--- config.mk ---
export PLATFORM = sky130hd
export DESIGN_NAME = single_rate_three_color_meter
export DESIGN_NICKNAME = d
export VERILOG_FILES = /design/src/hdl/srtcm_pkg.sv /design/src/hdl/single_rate_three_color_meter.sv /design/src/hdl/srtcm_cfg.sv /design/src/hdl/srtcm_refill.sv /design/src/hdl/srtcm_bucket.sv
export SDC_FILE = /design/constraint.sdc
export NUM_CORES = 2
export LEC_CHECK = 0
export BUFFER_PORTS_ARGS = -buffer_cell sky130_fd_sc_hd__buf_2
export CAP_MARGIN = 20
export CORE_MARGIN = 2
export CORE_UTILIZATION = 45
export CTS_CLUSTER_DIAMETER = 120
export CTS_CLUSTER_SIZE = 25
export DETAILED_ROUTE_END_ITERATION = 6
export PLACE_DENSITY_LB_ADDON = 0.1
export SYNTH_ARGS = -nofsm -noshare
export SYNTH_HDL_FRONTEND = slang
export SYNTH_SLANG_ARGS = --single-unit
--- constraint.sdc ---
create_clock -name clk -period 20.6 [get_ports clk]
set_input_delay 0 -clock clk [delete_from_list [all_inputs] [get_ports clk]]
set_output_delay 0 -clock clk [all_outputs]
set_load 0.005 [all_outputs]
--- src/hdl/srtcm_pkg.sv ---
`default_nettype none

package srtcm_pkg;

  // Default sizes of the timestamp and the bucket levels.
  localparam int TIME_BITS_DEFAULT        = 32;
  localparam int BUCKET_BYTE_BITS_DEFAULT = 24;
  localparam int FRACTION_BITS_DEFAULT    = 16;

  // Fixed widths of the ports.
  localparam int ARRIVAL_W   = 32;
  localparam int LENGTH_W    = 16;
  localparam int RATE_W      = 32;
  localparam int BURST_W     = 24;
  localparam int COLOR_W     = 2;
  localparam int CFG_INDEX_W = 2;
  localparam int CFG_DATA_W  = 32;

  // Configuration register indexes.
  localparam logic [CFG_INDEX_W-1:0] CFG_COMMITTED_RATE  = 2'd0;
  localparam logic [CFG_INDEX_W-1:0] CFG_COMMITTED_BURST = 2'd1;
  localparam logic [CFG_INDEX_W-1:0] CFG_EXCESS_BURST    = 2'd2;

  // Meter result codes.
  typedef enum logic [COLOR_W-1:0] {
    COLOR_GREEN  = 2'd0,
    COLOR_YELLOW = 2'd1,
    COLOR_RED    = 2'd2
  } color_t;

endpackage

`default_nettype wire

--- src/hdl/single_rate_three_color_meter.sv ---
// Single-rate three-color meter with a committed and an excess token bucket.
// Each item carries an arrival timestamp in ticks and a packet length in bytes
// and yields one color: green, yellow or red. The block takes one item every
// clock cycle unless the output holds it off; the color comes from the bucket
// stage, which sets the sustained rate and refills, compares and debits both
// bucket levels together. Ahead of it, one stage forms the elapsed ticks and
// one holds the rate multiplier with its saturation. A stage advances when it
// is empty or its successor advances, so new items are still taken while a
// color waits at the output, until the stages fill. Configuration is taken in
// every cycle and must only be written while no item is in flight.
`default_nettype none

module single_rate_three_color_meter
  import srtcm_pkg::*;
#(
  parameter int TIME_BITS        = TIME_BITS_DEFAULT,
  parameter int BUCKET_BYTE_BITS = BUCKET_BYTE_BITS_DEFAULT,
  parameter int FRACTION_BITS    = FRACTION_BITS_DEFAULT
) (
  input  wire logic                   clk,
  input  wire logic                   rst,
  input  wire logic                   cfg_valid,
  output logic                        cfg_ready,
  input  wire logic [CFG_INDEX_W-1:0] cfg_index,
  input  wire logic [CFG_DATA_W-1:0]  cfg_data,
  input  wire logic                   in_valid,
  output logic                        in_ready,
  input  wire logic [ARRIVAL_W-1:0]   arrival_time,
  input  wire logic [LENGTH_W-1:0]    packet_length,
  output logic                        out_valid,
  input  wire logic                   out_ready,
  output logic      [COLOR_W-1:0]     color
);

  localparam int LEVEL_BITS = BUCKET_BYTE_BITS + FRACTION_BITS;

  logic [RATE_W-1:0]     committed_rate;
  logic [LEVEL_BITS-1:0] committed_cap;
  logic [LEVEL_BITS-1:0] excess_cap;
  logic [LEVEL_BITS-1:0] refill;
  logic [LENGTH_W-1:0]   refill_length;
  color_t                color_result;

  logic in_stage_valid;
  logic mul_stage_valid;
  logic out_stage_valid;
  logic in_stage_adv;
  logic mul_stage_adv;
  logic out_stage_adv;

  assign cfg_ready = 1'b1;

  // A stage moves on when it is empty or its successor moves on.
  assign out_stage_adv = !out_stage_valid || out_ready;
  assign mul_stage_adv = !mul_stage_valid || out_stage_adv;
  assign in_stage_adv  = !in_stage_valid || mul_stage_adv;
  assign in_ready      = in_stage_adv;
  assign out_valid     = out_stage_valid;
  assign color         = color_result;

  always_ff @(posedge clk) begin
    if (rst) begin
      in_stage_valid  <= 1'b0;
      mul_stage_valid <= 1'b0;
      out_stage_valid <= 1'b0;
    end else begin
      if (in_stage_adv) begin
        in_stage_valid <= in_valid;
      end
      if (mul_stage_adv) begin
        mul_stage_valid <= in_stage_valid;
      end
      if (out_stage_adv) begin
        out_stage_valid <= mul_stage_valid;
      end
    end
  end

  srtcm_cfg #(
    .BUCKET_BYTE_BITS (BUCKET_BYTE_BITS),
    .FRACTION_BITS    (FRACTION_BITS)
  ) u_cfg (
    .clk            (clk),
    .rst            (rst),
    .write_en       (cfg_valid && cfg_ready),
    .write_index    (cfg_index),
    .write_data     (cfg_data),
    .committed_rate (committed_rate),
    .committed_cap  (committed_cap),
    .excess_cap     (excess_cap)
  );

  srtcm_refill #(
    .TIME_BITS        (TIME_BITS),
    .BUCKET_BYTE_BITS (BUCKET_BYTE_BITS),
    .FRACTION_BITS    (FRACTION_BITS)
  ) u_refill (
    .clk            (clk),
    .rst            (rst),
    .load_in        (in_valid && in_ready),
    .load_mul       (in_stage_valid && mul_stage_adv),
    .arrival_time   (arrival_time),
    .packet_length  (packet_length),
    .committed_rate (committed_rate),
    .refill         (refill),
    .refill_length  (refill_length)
  );

  srtcm_bucket #(
    .BUCKET_BYTE_BITS (BUCKET_BYTE_BITS),
    .FRACTION_BITS    (FRACTION_BITS)
  ) u_bucket (
    .clk           (clk),
    .rst           (rst),
    .load          (mul_stage_valid && out_stage_adv),
    .refill        (refill),
    .packet_length (refill_length),
    .committed_cap (committed_cap),
    .excess_cap    (excess_cap),
    .color         (color_result)
  );

endmodule

`default_nettype wire

--- src/hdl/srtcm_cfg.sv ---
`default_nettype none

module srtcm_cfg
  import srtcm_pkg::*;
#(
  parameter int BUCKET_BYTE_BITS = BUCKET_BYTE_BITS_DEFAULT,
  parameter int FRACTION_BITS    = FRACTION_BITS_DEFAULT
) (
  input  wire logic                                      clk,
  input  wire logic                                      rst,
  input  wire logic                                      write_en,
  input  wire logic [CFG_INDEX_W-1:0]                    write_index,
  input  wire logic [CFG_DATA_W-1:0]                     write_data,
  output logic      [RATE_W-1:0]                         committed_rate,
  output logic      [BUCKET_BYTE_BITS+FRACTION_BITS-1:0] committed_cap,
  output logic      [BUCKET_BYTE_BITS+FRACTION_BITS-1:0] excess_cap
);

  localparam int LEVEL_BITS = BUCKET_BYTE_BITS + FRACTION_BITS;
  localparam int SHIFT_W    = (BURST_W + FRACTION_BITS > LEVEL_BITS) ?
                              BURST_W + FRACTION_BITS : LEVEL_BITS + 1;

  logic [BURST_W-1:0] committed_burst;
  logic [BURST_W-1:0] excess_burst;

  // Scales a burst in bytes to fixed point, limited to the largest level.
  function automatic logic [LEVEL_BITS-1:0] burst_cap(input logic [BURST_W-1:0] bytes);
    logic [SHIFT_W-1:0] fixed;
    fixed = SHIFT_W'(bytes) << FRACTION_BITS;
    if (fixed[SHIFT_W-1:LEVEL_BITS] != '0) begin
      burst_cap = '1;
    end else begin
      burst_cap = fixed[LEVEL_BITS-1:0];
    end
  endfunction

  // Register writes.
  always_ff @(posedge clk) begin
    if (rst) begin
      committed_rate  <= '0;
      committed_burst <= '0;
      excess_burst    <= '0;
    end else if (write_en) begin
      unique case (write_index)
        CFG_COMMITTED_RATE:  committed_rate  <= write_data[RATE_W-1:0];
        CFG_COMMITTED_BURST: committed_burst <= write_data[BURST_W-1:0];
        CFG_EXCESS_BURST:    excess_burst    <= write_data[BURST_W-1:0];
        default: ;
      endcase
    end
  end

  // Bucket capacities in fixed point, kept registered off the bucket loop.
  always_ff @(posedge clk) begin
    if (rst) begin
      committed_cap <= '0;
      excess_cap    <= '0;
    end else begin
      committed_cap <= burst_cap(committed_burst);
      excess_cap    <= burst_cap(excess_burst);
    end
  end

endmodule

`default_nettype wire

--- src/hdl/srtcm_refill.sv ---
`default_nettype none

module srtcm_refill
  import srtcm_pkg::*;
#(
  parameter int TIME_BITS        = TIME_BITS_DEFAULT,
  parameter int BUCKET_BYTE_BITS = BUCKET_BYTE_BITS_DEFAULT,
  parameter int FRACTION_BITS    = FRACTION_BITS_DEFAULT
) (
  input  wire logic                                      clk,
  input  wire logic                                      rst,
  input  wire logic                                      load_in,
  input  wire logic                                      load_mul,
  input  wire logic [ARRIVAL_W-1:0]                      arrival_time,
  input  wire logic [LENGTH_W-1:0]                       packet_length,
  input  wire logic [RATE_W-1:0]                         committed_rate,
  output logic      [BUCKET_BYTE_BITS+FRACTION_BITS-1:0] refill,
  output logic      [LENGTH_W-1:0]                       refill_length
);

  localparam int LEVEL_BITS = BUCKET_BYTE_BITS + FRACTION_BITS;
  localparam int PROD_W     = TIME_BITS + RATE_W;
  localparam int SAT_W      = (PROD_W > LEVEL_BITS) ? PROD_W : LEVEL_BITS + 1;

  logic [TIME_BITS-1:0] now;
  logic [TIME_BITS-1:0] last_arrival;
  logic [TIME_BITS-1:0] ticks;
  logic [LENGTH_W-1:0]  in_length;
  logic [PROD_W-1:0]    product;
  logic [SAT_W-1:0]     product_ext;
  logic [LEVEL_BITS-1:0] refill_next;

  assign now = TIME_BITS'(arrival_time);

  // Input stage: elapsed ticks wrap with the timestamp width.
  always_ff @(posedge clk) begin
    if (rst) begin
      last_arrival <= '0;
    end else if (load_in) begin
      last_arrival <= now;
    end
  end

  always_ff @(posedge clk) begin
    if (load_in) begin
      ticks     <= now - last_arrival;
      in_length <= packet_length;
    end
  end

  // Refill amount, saturated at the largest bucket level.
  assign product     = PROD_W'(ticks) * PROD_W'(committed_rate);
  assign product_ext = SAT_W'(product);

  always_comb begin
    if (product_ext[SAT_W-1:LEVEL_BITS] != '0) begin
      refill_next = '1;
    end else begin
      refill_next = product_ext[LEVEL_BITS-1:0];
    end
  end

  always_ff @(posedge clk) begin
    if (load_mul) begin
      refill        <= refill_next;
      refill_length <= in_length;
    end
  end

endmodule

`default_nettype wire

--- src/hdl/srtcm_bucket.sv ---
`default_nettype none

module srtcm_bucket
  import srtcm_pkg::*;
#(
  parameter int BUCKET_BYTE_BITS = BUCKET_BYTE_BITS_DEFAULT,
  parameter int FRACTION_BITS    = FRACTION_BITS_DEFAULT
) (
  input  wire logic                                      clk,
  input  wire logic                                      rst,
  input  wire logic                                      load,
  input  wire logic [BUCKET_BYTE_BITS+FRACTION_BITS-1:0] refill,
  input  wire logic [LENGTH_W-1:0]                       packet_length,
  input  wire logic [BUCKET_BYTE_BITS+FRACTION_BITS-1:0] committed_cap,
  input  wire logic [BUCKET_BYTE_BITS+FRACTION_BITS-1:0] excess_cap,
  output color_t                                         color
);

  localparam int LEVEL_BITS = BUCKET_BYTE_BITS + FRACTION_BITS;

  logic [LEVEL_BITS-1:0] committed_level;
  logic [LEVEL_BITS-1:0] excess_level;
  logic [LEVEL_BITS-1:0] committed_level_next;
  logic [LEVEL_BITS-1:0] excess_level_next;
  color_t                color_next;

  logic [LEVEL_BITS:0]   total;
  logic [LEVEL_BITS:0]   spill;
  logic [LEVEL_BITS+1:0] excess_sum;
  logic [LEVEL_BITS-1:0] committed_filled;
  logic [LEVEL_BITS-1:0] excess_filled;
  logic [LEVEL_BITS-1:0] length_fixed;

  assign length_fixed = LEVEL_BITS'(packet_length) << FRACTION_BITS;

  // Refill: the committed bucket fills first and its overflow goes to the
  // excess bucket.
  always_comb begin
    total      = (LEVEL_BITS + 1)'(committed_level) + (LEVEL_BITS + 1)'(refill);
    spill      = total - (LEVEL_BITS + 1)'(committed_cap);
    excess_sum = (LEVEL_BITS + 2)'(excess_level) + (LEVEL_BITS + 2)'(spill);
    if (total >= (LEVEL_BITS + 1)'(committed_cap)) begin
      committed_filled = committed_cap;
      if (excess_sum >= (LEVEL_BITS + 2)'(excess_cap)) begin
        excess_filled = excess_cap;
      end else begin
        excess_filled = excess_sum[LEVEL_BITS-1:0];
      end
    end else begin
      committed_filled = total[LEVEL_BITS-1:0];
      excess_filled    = excess_level;
    end
  end

  // Coloring: debit the committed bucket, else the excess bucket, else none.
  always_comb begin
    committed_level_next = committed_filled;
    excess_level_next    = excess_filled;
    if (committed_filled >= length_fixed) begin
      committed_level_next = committed_filled - length_fixed;
      color_next           = COLOR_GREEN;
    end else if (excess_filled >= length_fixed) begin
      excess_level_next = excess_filled - length_fixed;
      color_next        = COLOR_YELLOW;
    end else begin
      color_next = COLOR_RED;
    end
  end

  always_ff @(posedge clk) begin
    if (rst) begin
      committed_level <= '0;
      excess_level    <= '0;
    end else if (load) begin
      committed_level <= committed_level_next;
      excess_level    <= excess_level_next;
    end
  end

  always_ff @(posedge clk) begin
    if (load) begin
      color <= color_next;
    end
  end

endmodule

`default_nettype wire

# ---- After elaboration in Yosys (flattened, before gate mapping)
# Cells that the tools add are included.
dict set report totals {
  ff_bits 381
  input_bits 87
  output_inout_bits 5
  wordCells 52
}
dict set report classes {
  addsub 6
  n_mul 1
  magnitude_cmp 4
  n_eq_ne 2
  n_mux 7
  n_reduce_logical 14
}
# operator n
set ops {}
lappend ops {{$mux 40} 6}
lappend ops {{$ge 40x32->1} 2}
lappend ops {{$sub 40x32->40} 2}
lappend ops {{$mul 32x32->64} 1}
lappend ops {{$add 40x41->42} 1}
lappend ops {{$ge 42x40->1} 1}
lappend ops {{$add 40x40->41} 1}
lappend ops {{$ge 41x40->1} 1}
lappend ops {{$sub 41x40->41} 1}
lappend ops {{$sub 32x32->32} 1}
lappend ops {{$reduce_bool 24->1} 1}
lappend ops {{$reduce_and 2->1} 3}
lappend ops {{$logic_and 1x1->1} 3}
lappend ops {{$logic_not 1->1} 3}
lappend ops {{$logic_or 1x1->1} 3}
lappend ops {{$eq 2x1->1 const B} 1}
lappend ops {{$eq 2x2->1 const B} 1}
lappend ops {{$logic_not 2->1} 1}
lappend ops {{$mux 2} 1}

# ---- Longest topological paths before layout
dict set report logic_depth {
  ltp_word 9
  depth_mapped 65
  mapped_depth_nobuf 62
}

# ---- Cells and area by module
# Synthesis repeated with hierarchy kept, for this count alone.
dict set report hier_totals {
  cells_unflattened 6682
  hier_area_um2 59168.0
}
# mod instances cells_each area_per_inst_um2 seq_area_each_um2
set modules_own_cells {}
lappend modules_own_cells {srtcm_refill 1 4339 40279.9 3763.6}
lappend modules_own_cells {srtcm_bucket 1 1900 14017.2 1661.6}
lappend modules_own_cells {srtcm_cfg 1 426 4725.8 2562.5}
lappend modules_own_cells {single_rate_three_color_meter 1 17 145.1 60.1}

# ---- Worst setup path after synthesis
# OpenSTA, ideal clock, no wires.
dict set report synth_timing {
  kind {register to register}
  startpoint {register u_refill.refill[0]}
  endpoint {register u_bucket.excess_level[26]}
  setup_time_ns 0.086
  t_arrival_ns 11.345
  required_ns 20.514
  setup_slack_ns 9.169
  stages_incl_launch_ff 62
  n_path_buf 3
  period_less_slack_ns 11.431
  cell_sequence {edfxtp_1 ha_1 inv_1 fa_1 nor2b_1 o31ai_2 a211oi_1 o211a_1 nor2_2 nand2_1 xnor2_1 ha_1 inv_1 fa_1 a21o_1 a21o_1 a21oi_1 nor2b_1 (+26 left out) inv_1 fa_1 nand2_1 nand2_1 a21oi_1 o21bai_1 a21oi_1 o21bai_1 a221oi_1 o21ai_0 nand3_1 nand2_1 nor4b_4 a31oi_2 buf_6 buf_12 mux2i_1 a211oi_1}
}
dict set report synth_between {
  elab_chain_cells 9
  elab_cells_between_ends 13
  classes_between {add/sub (4); order compare (4); mux (5)}
}
# item line
set synth_rtl {}
lappend synth_rtl {{from (decl)} srtcm_refill.sv:17} ;# output logic [BUCKET_BYTE_BITS+FRACTION_BITS-1:0] refill,
lappend synth_rtl {{from (signal assigned)} srtcm_refill.sv:65} ;# refill <= refill_next;
lappend synth_rtl {{$add 40x40->41 (*)} srtcm_bucket.sv:39} ;# total = (LEVEL_BITS + 1)'(committed_level) + (LEVEL_BITS + 1)'(refill);
lappend synth_rtl {{$sub 41x40->41} srtcm_bucket.sv:40} ;# spill = total - (LEVEL_BITS + 1)'(committed_cap);
lappend synth_rtl {{$add 40x41->42} srtcm_bucket.sv:41} ;# excess_sum = (LEVEL_BITS + 2)'(excess_level) + (LEVEL_BITS + 2)'(spill);
lappend synth_rtl {{$ge 42x40->1} srtcm_bucket.sv:44} ;# if (excess_sum >= (LEVEL_BITS + 2)'(excess_cap)) begin
lappend synth_rtl {{$mux 40} srtcm_bucket.sv:44}
lappend synth_rtl {{$mux 40} srtcm_bucket.sv:42} ;# if (total >= (LEVEL_BITS + 1)'(committed_cap)) begin
lappend synth_rtl {{$sub 40x32->40 or $ge 40x32->1 (tied branches)} {srtcm_bucket.sv:63, srtcm_bucket.sv:62}}
lappend synth_rtl {{$mux 40} srtcm_bucket.sv:62} ;# end else if (excess_filled >= length_fixed) begin
lappend synth_rtl {{$mux 40 (*)} srtcm_bucket.sv:59} ;# if (committed_filled >= length_fixed) begin
lappend synth_rtl {{to (signal assigned)} srtcm_bucket.sv:76} ;# excess_level <= excess_level_next;
lappend synth_rtl {{to (decl)} srtcm_bucket.sv:22} ;# logic [LEVEL_BITS-1:0] excess_level;
# Mark *: on every way between the ends. The rest lies on a longest branch, timed or not.
# A chain may end at the register's enable or synchronous reset.

# ---- Worst setup path after layout
dict set report layout_timing {
  startpoint {register u_bucket.committed_level[0]}
  endpoint {register u_bucket.excess_level[24]}
}
dict set report layout_between {
  elab_chain_cells 9
  elab_cells_between_ends 13
  classes_between {add/sub (4); order compare (4); mux (5)}
}
# item line
set layout_rtl {}
lappend layout_rtl {{from (decl)} srtcm_bucket.sv:21} ;# logic [LEVEL_BITS-1:0] committed_level;
lappend layout_rtl {{from (signal assigned)} srtcm_bucket.sv:75} ;# committed_level <= committed_level_next;
lappend layout_rtl {{$add 40x40->41 (*)} srtcm_bucket.sv:39}
lappend layout_rtl {{$sub 41x40->41} srtcm_bucket.sv:40}
lappend layout_rtl {{$add 40x41->42} srtcm_bucket.sv:41}
lappend layout_rtl {{$ge 42x40->1} srtcm_bucket.sv:44}
lappend layout_rtl {{$mux 40} srtcm_bucket.sv:44}
lappend layout_rtl {{$mux 40} srtcm_bucket.sv:42}
lappend layout_rtl {{$sub 40x32->40 or $ge 40x32->1 (tied branches)} {srtcm_bucket.sv:63, srtcm_bucket.sv:62}}
lappend layout_rtl {{$mux 40} srtcm_bucket.sv:62}
lappend layout_rtl {{$mux 40 (*)} srtcm_bucket.sv:59}
# Marks and branches as above.

==> metrics list <==
- The run finished with clean final reports.
- During placement, the flow inserted port buffers numbering 90.
* Clk sinks: ~350
* Number of standard-cell rows in the floorplan: 129
- Non-Filler Cell Area, Final: 0.05988 mm²
- Accumulated negative setup slack: 0 ns
- Overall track demand over capacity in global routing: between 20% and 30%
* Number of warnings issued by yosys: 0
- For the worst setup path, the data required time is between 20 and 25 ns.
- Dividing the final minimum period by the clock period gives between 60 and 70%.
- The detail route stage leaves a number of antenna-violating nets equal to 0.
- The worst hold path belongs to the class input port to flop.
- Across all setup checks in the final design, the least slack found is 6.938 ns.
- The synthesized design contains approximately 350 register bits.
- Commonest register cell after synthesis: dfxtp_1
- The worst setup path is launched from a flop.
* HPWL reported at the end of detailed placement: 138900 µm
- In this run, synthesis inferred 106 flip-flops with an integrated enable.
* Most frequent cell on the critical path: a21oi_1
* CP peak stage delay: 0.66 ns
* Arr. time, crit path: 14.15 ns
* First-pass GRT wire length: about 290000 µm
* Layout-stage area growth over the synthesis result: 6.367%
- Worst Clk Skew: 0.03515 ns
- Total routed wirelength: between 150000 and 200000 µm
- In the routed design, unresolved DRC markers number 0.
- Number of setup buffers added after CTS: 0
- The routed layout has 45120 vias.
- Worst hold slack: about 0.053 ns
- The first detailed-routing pass ran for 5 iterations.
- Post-CTS clock slew at the launch and capture registers of the worst setup and hold paths: 0.11 ns
* Vertical die dimension: 357.7 µm
- Setup repair after global routing left no endpoint under its margin.
- Summing all placed instances gives a cell area of ~0.058 mm².
* Area enclosed by the die boundary: approximately 0.13 mm²
- By startpoint and endpoint, the worst setup path is classified as flop to flop.
- Cell with the largest stage delay on the worst path: a2111oi_0
* Worst slack at placement: 7.187 ns
* Distinct cell type count of the synthesized netlist: 103
- Worst-Margin Slew: 1.160 ns
* Minimum clock period after layout: 13.66 ns
- No sink is reached through more buffers than the 3 on the longest clock path.
- Overflow left after global routing: 0
- Number of global-route vias before repair: 46540
- Worst Hold Depth: 5
* CTS HTree Levels: 1
- Post-Syn Instances: between 6000 and 7000
- The tree is rooted in a clkbuf_16.
* Nets: 7973
- Post-CTS repair changed the size of 0 cells.
- DIE WIDTH: 357.7 µm
- The initial antenna violation count is 4.
- Mean Syn Cell Area: roughly 8.6 µm²
- Mapped cell area: 0.05630 mm²
- Of all nets on the critical path, the largest fanout is 44.
- Pin count of the biggest net entering global routing: 86
- Setup violations remaining at the end of the flow were counted as 0.
- Initial core utilization: 45.42%
* RePlAce Congestion: 0.9500
* Core Footprint: 0.1240 mm²
- Counting flops with an async set or reset pin after synthesis yields a share of 0%.
* Max-slew violation total from the final report: 0
* Post-detailed-route wirelength per cell: around 23 µm
* Inserted Clock Buffers: 20
- Clock tree from TritonCTS: yes
- For this block, the initial DRC count from the detailed router was 2992.
* Final Hold Vio Count: 0
- The tool flagged a number of max-cap violations equal to 0.
- The number of cells on the worst reg-to-reg path is 57.
- The worst pin sits at a relative slew slack of 22.70%.
- Mapped Nets: between 8000 and 9000
- Sequential fraction of the synthesis area: 14.29%
- STA classifies the critical path endpoint as a flop.
* Count of boundary I/O pins: 92
- Maximum frequency from static timing analysis: 73.20 MHz
- Clock latency at the later pin of the worst-skew pair: 0.59 ns
* Via/cell ratio: approximately 5.5
* Fraction of layout cells with a size suffix above 1: roughly 4.2%
[cell usage after synthesis, types with 79 or more instances]
master	number	area, µm²
a21o_1	114	855.8
a21oi_1	372	1862
and2_1	521	3259
clkbuf_1	298	1119
dfxtp_1	243	4865
edfxtp_1	106	3183
fa_1	902	18060
ha_1	455	5693
inv_1	1137	4268
nand2_1	951	3570
nand3_1	114	570.6
nor2_1	255	957.2
nor2b_1	79	494.2
o21ai_0	147	735.7
xnor2_1	129	1130
[critical path: cells and delay by family, from the launching register on]
family | cells | cell delay [ns]
adder cells (fa/ha/maj) | 7 | 2.24
XOR/XNOR | 2 | 0.42
buffers and inverters | 5 | 0.98
AND/OR/NAND/NOR | 10 | 2.17
AO/OA/AOI/OAI | 29 | 6.57
flip-flops | 1 | 0.34
multiplexers | 4 | 0.78
[area by class of cell]
cell class	count	area, µm²
well taps	1637	2048
inverters	1138	4272
multi-input cells	4746	42710
clock buffers	28	550.5
diodes	4	10.01
fillers	12250	64080
flip-flops and latches	349	8060
repair buffers	274	2116
clock inverters	7	113.9
[through the flow]
step	std cells	util, %
after floorplan	6558	-
after global placement	8038	46.90
after detailed placement	8038	46.90
after CTS	8177	48.28
after global routing	8179	48.30
final	8183	48.31
[cells in the final DEF (no fill, tap or decap), drive strengths merged, types with 33 or more instances in the layout]
cell type and n:
inv 1140, nand2 952, fa 902, and2 521
ha 455, a21oi 373, nor2 257, dfxtp 243
buf 168, o21ai 158, xnor2 129, nand3 115
a21o 114, edfxtp 106, dlygate4sd3 105, nor2b 79
a211oi 62, xor2 57, nor3 53, o21a 44
mux2i 42, nand4 36, and3 33
[kinds of logic after synthesis]
family / synth area share, %
other: 0.006661
adder cells (fa/ha/maj): 42.19
multiplexers: 0.8601
flip-flops: 14.29
AO/OA/AOI/OAI: 10.98
buffers and inverters: 9.936
AND/OR/NAND/NOR: 18.85
XOR/XNOR: 2.894
[repair_timing]
item	in CTS	in global routing
setup endpoints to repair	0	0
hold buffers	104	1
hold endpoints to repair	163	1
[path summary, 6_finish.rpt]
| check | startpoint | to | slack (ns) |
|---|---|---|---|
| hold / removal | cfg_index[1] | u_cfg.committed_rate[28]$_SDFFE_PP0P_ | 0.05 |
| setup reg to reg | u_bucket.committed_level[0]$_SDFFE_PP0P_ | u_bucket.excess_level[24]$_SDFFE_PP0P_ | 6.94 |
| hold reg to reg | u_refill.in_length[10]$_DFFE_PP_ | u_refill.refill_length[10]$_DFFE_PP_ | 0.43 |
| setup / recovery | u_bucket.committed_level[0]$_SDFFE_PP0P_ | u_bucket.excess_level[24]$_SDFFE_PP0P_ | 6.94 |
[flip-flops by register name, indices dropped and copies added (netlist names), 2 cells and up]
signal	cells
u_refill.refill_length	16
u_cfg.excess_burst	24
u_cfg.committed_burst	24
u_cfg.excess_cap	24
u_bucket.color	2
u_bucket.excess_level	40
u_cfg.committed_cap	24
u_refill.in_length	16
u_bucket.committed_level	40
u_cfg.committed_rate	32
u_refill.last_arrival	32
u_refill.refill	40
u_refill.ticks	32
[metal layers]
layer	vias up	global-route usage [%]	routed length [µm]
li1	20600	-	-
met5	-	0	0
met4	0	13.79	10180
met2	1444	53.58	95300
met1	22620	35.60	73180
met3	449	3.634	10010
Power is not shown: default switching activity piles up to over one toggle a cycle in this logic, so the estimate is an artifact.
